File: src/hw/rtl/mmhq_pkg.sv
// ---------------------------------------------------------------------------
// mmhq_pkg
// Shared types, codes and helpers for the min-max heap queue.
// ---------------------------------------------------------------------------
`default_nettype none

package mmhq_pkg;

  typedef enum logic [1:0] {
    CMD_PUSH    = 2'd0,
    CMD_POP_MIN = 2'd1,
    CMD_POP_MAX = 2'd2,
    CMD_QUERY   = 2'd3
  } cmd_e;

  typedef enum logic [1:0] {
    ST_OK    = 2'd0,
    ST_FULL  = 2'd1,
    ST_EMPTY = 2'd2
  } status_e;

  // datapath micro-operations, one per cycle
  typedef enum logic [4:0] {
    OP_NOP         = 5'd0,
    OP_START       = 5'd1,
    OP_BU_RDP      = 5'd2,
    OP_BU_PCMP     = 5'd3,
    OP_CL_RDG      = 5'd4,
    OP_CL_CMP      = 5'd5,
    OP_WR_X        = 5'd6,
    OP_TOP_RD0     = 5'd7,
    OP_TOP_CMP     = 5'd8,
    OP_POP_SETMAX  = 5'd9,
    OP_POP_RDAT    = 5'd10,
    OP_POP_RDLAST  = 5'd11,
    OP_POP_TAKE    = 5'd12,
    OP_SK_RD0      = 5'd13,
    OP_SK_CMP      = 5'd14,
    OP_SK_DEC      = 5'd15,
    OP_SK_RDP      = 5'd16,
    OP_SK_PCMP     = 5'd17,
    OP_OUT         = 5'd18
  } op_e;

  typedef struct packed {
    op_e op;
  } dp_cmd_t;

  typedef struct packed {
    logic empty;
    logic full;
    logic idx_gt2;
    logic better_x_rd;
    logic top_next_ok;
    logic has_child;
    logic sk_next_ok;
    logic better_best_x;
    logic best_child;
  } dp_stat_t;

  // true when a belongs above b on a level of the given kind
  function automatic logic better(input logic is_min, input logic signed [31:0] a,
                                  input logic signed [31:0] b);
    return is_min ? (a < b) : (a > b);
  endfunction

endpackage

`default_nettype wire

File: src/hw/rtl/mmhq_ctrl.sv
// ---------------------------------------------------------------------------
// mmhq_ctrl
// Sequencer for push, pop and summary walks; drives the datapath one op a cycle.
// ---------------------------------------------------------------------------
`default_nettype none

module mmhq_ctrl (
  input  wire logic              clk_i,
  input  wire logic              rst_ni,
  input  wire logic              in_valid_i,
  output logic                   in_stall_o,
  input  wire logic [1:0]        command_i,
  output logic                   out_valid_o,
  input  wire logic              out_stall_i,
  output mmhq_pkg::dp_cmd_t      dp_cmd_o,
  input  wire mmhq_pkg::dp_stat_t dp_stat_i
);

  typedef enum logic [17:0] {
    S_IDLE    = 18'b000000000000000001,
    S_BU_RDP  = 18'b000000000000000010,
    S_BU_PCMP = 18'b000000000000000100,
    S_CL_CHK  = 18'b000000000000001000,
    S_CL_CMP  = 18'b000000000000010000,
    S_WR_X    = 18'b000000000000100000,
    S_TOP_RD  = 18'b000000000001000000,
    S_TOP_CMP = 18'b000000000010000000,
    S_POP_MAX = 18'b000000000100000000,
    S_POP_A   = 18'b000000001000000000,
    S_POP_B   = 18'b000000010000000000,
    S_POP_C   = 18'b000000100000000000,
    S_SK_CHK  = 18'b000001000000000000,
    S_SK_CMP  = 18'b000010000000000000,
    S_SK_DEC  = 18'b000100000000000000,
    S_SK_RDP  = 18'b001000000000000000,
    S_SK_PCMP = 18'b010000000000000000,
    S_DONE    = 18'b100000000000000000
  } state_e;

  state_e state_q, state_d;
  logic   pre_q, pre_d;
  logic   out_valid_q, out_valid_d;
  logic   accept;
  logic   out_free;

  assign in_stall_o  = (state_q != S_IDLE);
  assign accept      = in_valid_i && (state_q == S_IDLE);
  assign out_free    = !out_valid_q || !out_stall_i;
  assign out_valid_o = out_valid_q;

  always_comb begin
    state_d     = state_q;
    pre_d       = pre_q;
    out_valid_d = out_valid_q && out_stall_i;
    dp_cmd_o.op = mmhq_pkg::OP_NOP;
    case (state_q)
      S_IDLE: begin
        if (accept) begin
          dp_cmd_o.op = mmhq_pkg::OP_START;
          state_d     = S_TOP_RD;
          pre_d       = 1'b0;
          if (command_i == mmhq_pkg::CMD_PUSH) begin
            if (!dp_stat_i.full) state_d = dp_stat_i.empty ? S_WR_X : S_BU_RDP;
          end else if (command_i == mmhq_pkg::CMD_POP_MIN) begin
            if (!dp_stat_i.empty) state_d = S_POP_A;
          end else if (command_i == mmhq_pkg::CMD_POP_MAX) begin
            if (!dp_stat_i.empty) pre_d = 1'b1;
          end
        end
      end
      S_BU_RDP: begin
        dp_cmd_o.op = mmhq_pkg::OP_BU_RDP;
        state_d     = S_BU_PCMP;
      end
      S_BU_PCMP: begin
        dp_cmd_o.op = mmhq_pkg::OP_BU_PCMP;
        state_d     = S_CL_CHK;
      end
      S_CL_CHK: begin
        dp_cmd_o.op = mmhq_pkg::OP_CL_RDG;
        state_d     = dp_stat_i.idx_gt2 ? S_CL_CMP : S_WR_X;
      end
      S_CL_CMP: begin
        dp_cmd_o.op = mmhq_pkg::OP_CL_CMP;
        state_d     = dp_stat_i.better_x_rd ? S_CL_CHK : S_WR_X;
      end
      S_WR_X: begin
        dp_cmd_o.op = mmhq_pkg::OP_WR_X;
        state_d     = S_TOP_RD;
        pre_d       = 1'b0;
      end
      S_TOP_RD: begin
        dp_cmd_o.op = mmhq_pkg::OP_TOP_RD0;
        state_d     = dp_stat_i.empty ? S_DONE : S_TOP_CMP;
      end
      S_TOP_CMP: begin
        dp_cmd_o.op = mmhq_pkg::OP_TOP_CMP;
        if (!dp_stat_i.top_next_ok) state_d = pre_q ? S_POP_MAX : S_DONE;
      end
      S_POP_MAX: begin
        dp_cmd_o.op = mmhq_pkg::OP_POP_SETMAX;
        pre_d       = 1'b0;
        state_d     = S_POP_A;
      end
      S_POP_A: begin
        dp_cmd_o.op = mmhq_pkg::OP_POP_RDAT;
        state_d     = S_POP_B;
      end
      S_POP_B: begin
        dp_cmd_o.op = mmhq_pkg::OP_POP_RDLAST;
        state_d     = S_POP_C;
      end
      S_POP_C: begin
        dp_cmd_o.op = mmhq_pkg::OP_POP_TAKE;
        state_d     = S_SK_CHK;
      end
      S_SK_CHK: begin
        dp_cmd_o.op = mmhq_pkg::OP_SK_RD0;
        state_d     = dp_stat_i.has_child ? S_SK_CMP : S_WR_X;
      end
      S_SK_CMP: begin
        dp_cmd_o.op = mmhq_pkg::OP_SK_CMP;
        if (!dp_stat_i.sk_next_ok) state_d = S_SK_DEC;
      end
      S_SK_DEC: begin
        dp_cmd_o.op = mmhq_pkg::OP_SK_DEC;
        // a grandchild swap may still need fixing against its parent
        state_d     = (dp_stat_i.better_best_x && !dp_stat_i.best_child) ? S_SK_RDP : S_WR_X;
      end
      S_SK_RDP: begin
        dp_cmd_o.op = mmhq_pkg::OP_SK_RDP;
        state_d     = S_SK_PCMP;
      end
      S_SK_PCMP: begin
        dp_cmd_o.op = mmhq_pkg::OP_SK_PCMP;
        state_d     = S_SK_CHK;
      end
      S_DONE: begin
        if (out_free) begin
          dp_cmd_o.op = mmhq_pkg::OP_OUT;
          out_valid_d = 1'b1;
          state_d     = S_IDLE;
        end
      end
      default: begin
        state_d = S_IDLE;
      end
    endcase
  end

  always_ff @(posedge clk_i or negedge rst_ni) begin
    if (!rst_ni) begin
      state_q     <= S_IDLE;
      pre_q       <= 1'b0;
      out_valid_q <= 1'b0;
    end else begin
      state_q     <= state_d;
      pre_q       <= pre_d;
      out_valid_q <= out_valid_d;
    end
  end

endmodule

`default_nettype wire

File: config.mk
export PLATFORM = sky130hd
export DESIGN_NAME = mmhq_ctrl
export DESIGN_NICKNAME = d
export VERILOG_FILES = /design/src/hw/rtl/mmhq_pkg.sv /design/src/hw/rtl/mmhq_ctrl.sv
export SDC_FILE = /design/constraint.sdc
export NUM_CORES = 1
export LEC_CHECK = 0
export ABC_AREA = 1
export BUFFER_PORTS_ARGS = -buffer_cell sky130_fd_sc_hd__clkbuf_2
export CAP_MARGIN = 25
export CORE_MARGIN = 8
export CORE_UTILIZATION = 59
export CTS_CLUSTER_SIZE = 10
export DETAILED_ROUTE_END_ITERATION = 8
export GPL_ROUTABILITY_DRIVEN = 0
export PLACE_DENSITY = 0.88
export REMOVE_ABC_BUFFERS = 1
export SYNTH_ARGS = -nofsm -noshare
export SYNTH_HDL_FRONTEND = slang
export SYNTH_SLANG_ARGS = --single-unit
File: constraint.sdc
create_clock -name clk_i -period 2.5 [get_ports clk_i]
set_input_delay 0.125 -clock clk_i [delete_from_list [all_inputs] [get_ports clk_i]]
set_output_delay 0.125 -clock clk_i [all_outputs]
set_load 0.05 [all_outputs]
==> summary.txt <==
Status: finished, final reports clean
DR vias: 1,379
First-pass GRT wire length: 5660 um
Area share of the largest cell type after synthesis: 32.2%
Met2 Track Usage GR: 27.6%
CTS Buffer Depth: 2
Most common cell after layout, fill and taps aside: nand2_1
CP Class: reg -> out
Endpoint class of the critical path: primary output
Synthesis Warnings: 0
Setup violations, final: 0
Place WS: 0.662 ns
Port bufs: 21
Initial DRC count: 64
Post-synthesis cell count: 201
Min-delay worst type: in -> reg
Starting Density: 60.6%
FP Rows: 18
CP Launch Point: state_q[5]
Die Area: 4360 sq um
Pwr Density: 841 nW/um^2
Layout cell share with drive strength beyond 1: 26.9%
CTS buffer count: 3
Core area: 2430 sq um
Wirelength, routed: 3380 um
TritonCTS clock tree: built
Die height: 66 um
Grt met3 use: 3.22%
Number of global-route vias before repair: 1,338
Max-slew headroom: 66.7%
Critical Path Most Common Cell: nand3_1
Clock Tree Root: clkbuf_4
Simple-gate portion of the synthesized area: 51.1%
Critical path arrival: 2.07 ns
RSZ-0062 raised after global routing: false
Clock sinks: 20
Final Hold Viols: 0
Worst hold stages: 3
Initial antenna violation count: 0
Leak Pwr: 0.000981 uW
Antenna cell count: 0
Min Tclk post-route: 2.19 ns
Seq/Total Area, Yosys: 34.0%
Max Slew Vio Count: 0
Post-layout net count: 243
Xor/xnor share of the synthesized area: 0%
Post-synthesis compound-gate area fraction: 4.41%
VDD IR-drop max: 0.624 mV
Post-Synth Adder-Cell Area: 0%
Reg clk slew, reported paths: 0.11 ns
Worst path required time: 2.38 ns
Main combinational cell family by area after synthesis: simple AND/OR/NAND/NOR gates
Met1 usage: 19.8%
Slowest stage delay, CP: 0.44 ns
CP max FO: 14
Worst r2r src: state_q[8]
Grt peak-use layer: met2
Syn Area/Cell: 7.34 sq um
Clk_skew: 0.00790 ns
Critical path cell sequence: nor2_2 > nand2_2 > nor2_8 > nand3_1 > nand3_1 > inv_1 > nand4_1 > clkbuf_2
Worst Setup Start Kind: register
Final period util: 87.7%
Max Freq: 456 MHz
Synth area leaders: dfrtp_1 (32%), nand2_1 (8.9%), nor2_1 (7.9%)
Number of remaining DRC errors: 0
Clk_lat worst skew: 0.31 ns
Max-cap violations: 0
DP Wirelength: 2800 um
Most frequent cells in the layout: nand2_1 (35), nor2_1 (31), inv_1 (30)
I/O pin total: 22
Largest net degree at the start of global routing: 21
Cell accounting for the most synthesized area: dfrtp_1
Distinct cells, synth: 30
Setup TNS: 0 ns
Worst reg-to-reg path cell count: 8
H-Tree Depth: 1
Least-Margin Pin Slew: 0.500 ns
Vias per Instance: 5.37
Total congestion overflow: 0
Mux cell area share after synthesis: 0%
Post-route cell area: 1650 sq um
Die extent in x: 66 um
Area Growth Syn to Fin: 12.1%
DRT Pass-1 Iters: 4
DR WL/cell: 13.2 um
Final Util: 68.0%
Min Hold Slack: 0.00946 ns
Final setup margin: 0.307 ns
Min-delay src: dp_stat_i[6]
Synthesized flop and latch total: 20
GRT Overall Usage: 16.7%
Post-DP Area: 1600 sq um
Synth Cell Area: 1480 sq um
CP max-delay cell: dfrtp_1
DRT antenna net count: 0
## stage by stage
stage | total power (uW) | cells
floorplan | 1030 | 200
global placement | 1190 | 251
CTS | 1390 | 257
finish | 1390 | 257
detailed placement | 1200 | 251
global route | 1480 | 257
## routing by layer
layer | wire length [um] | vias to the layer above
li1 | - | 696
met1 | 1430 | 625
met2 | 1660 | 51
met3 | 215 | 7
met4 | 72 | 0
met5 | 0 | -
## registers in the layout, indices dropped and copies added (netlist names)
signal	flops
out_valid_o	1
pre_q	1
state_q	18
## logic make-up (layout without fill, tap and decap cells)
logic type | Yosys count | count (layout)
AND/OR/NAND/NOR | 133 | 133
flip-flops | 20 | 20
AO/OA/AOI/OAI | 11 | 11
buffers and inverters | 37 | 63
## path summary, 6_finish.rpt
path,to,slack [ns]
min,state_q[4],0.009
min reg2reg,out_valid_o,0.54
max reg2reg,state_q[14],0.84
min in group asynchronous,state_q[5],0.30
max,dp_cmd_o[2],0.31
max in group asynchronous,state_q[0],1.83
## critical path, delay by kind of cell (launching register included)
kind / cells / cell delay [ns]
buffers and inverters: 2 / 0.35
flip-flops: 1 / 0.44
AND/OR/NAND/NOR: 6 / 0.97
## synthesized netlist by cell type
cell / instances
nand3_4: 1
nor2_2: 6
clkinv_1: 1
nand3_2: 4
nor2_4: 7
nor2_1: 31
and3_1: 1
nand4_2: 2
nor3_2: 1
inv_2: 5
nor3b_1: 1
a21oi_2: 1
o22ai_1: 1
nor2_8: 2
inv_1: 30
nand3_1: 19
o211ai_1: 2
o21ai_0: 4
o21ai_1: 1
nand3b_1: 2
a21oi_1: 2
buf_12: 1
dfrtp_1: 19
nand2_1: 35
and2_1: 1
dfstp_2: 1
nand2_4: 2
nand4_1: 7
nor3_1: 7
nand2_2: 4
## power by group
group / switching [uW] / internal (uW) / leakage [uW]
sequential: 34.9 / 369 / 0.000272
combinational: 582 / 217 / 0.000688
clock: 99.8 / 89.0 / 0.0000210
total: 717 / 675 / 0.000981
## final cells by class
| class | instances | area [sq um] |
|---|---|---|
| flip-flops and latches | 20 | 502 |
| inverters | 36 | 135 |
| fillers | 218 | 778 |
| multi-input cells | 144 | 818 |
| well taps | 30 | 37.5 |
| repair buffers | 23 | 125 |
| clock buffers | 4 | 36.3 |
## repair_timing
action / in CTS / in global routing
gates resized for setup: 0 / 0
buffers inserted: 0 / 0
hold buffers: 2 / 0
hold endpoints to repair: 20 / 0
Note: power is estimated with default switching activity, not from simulation.
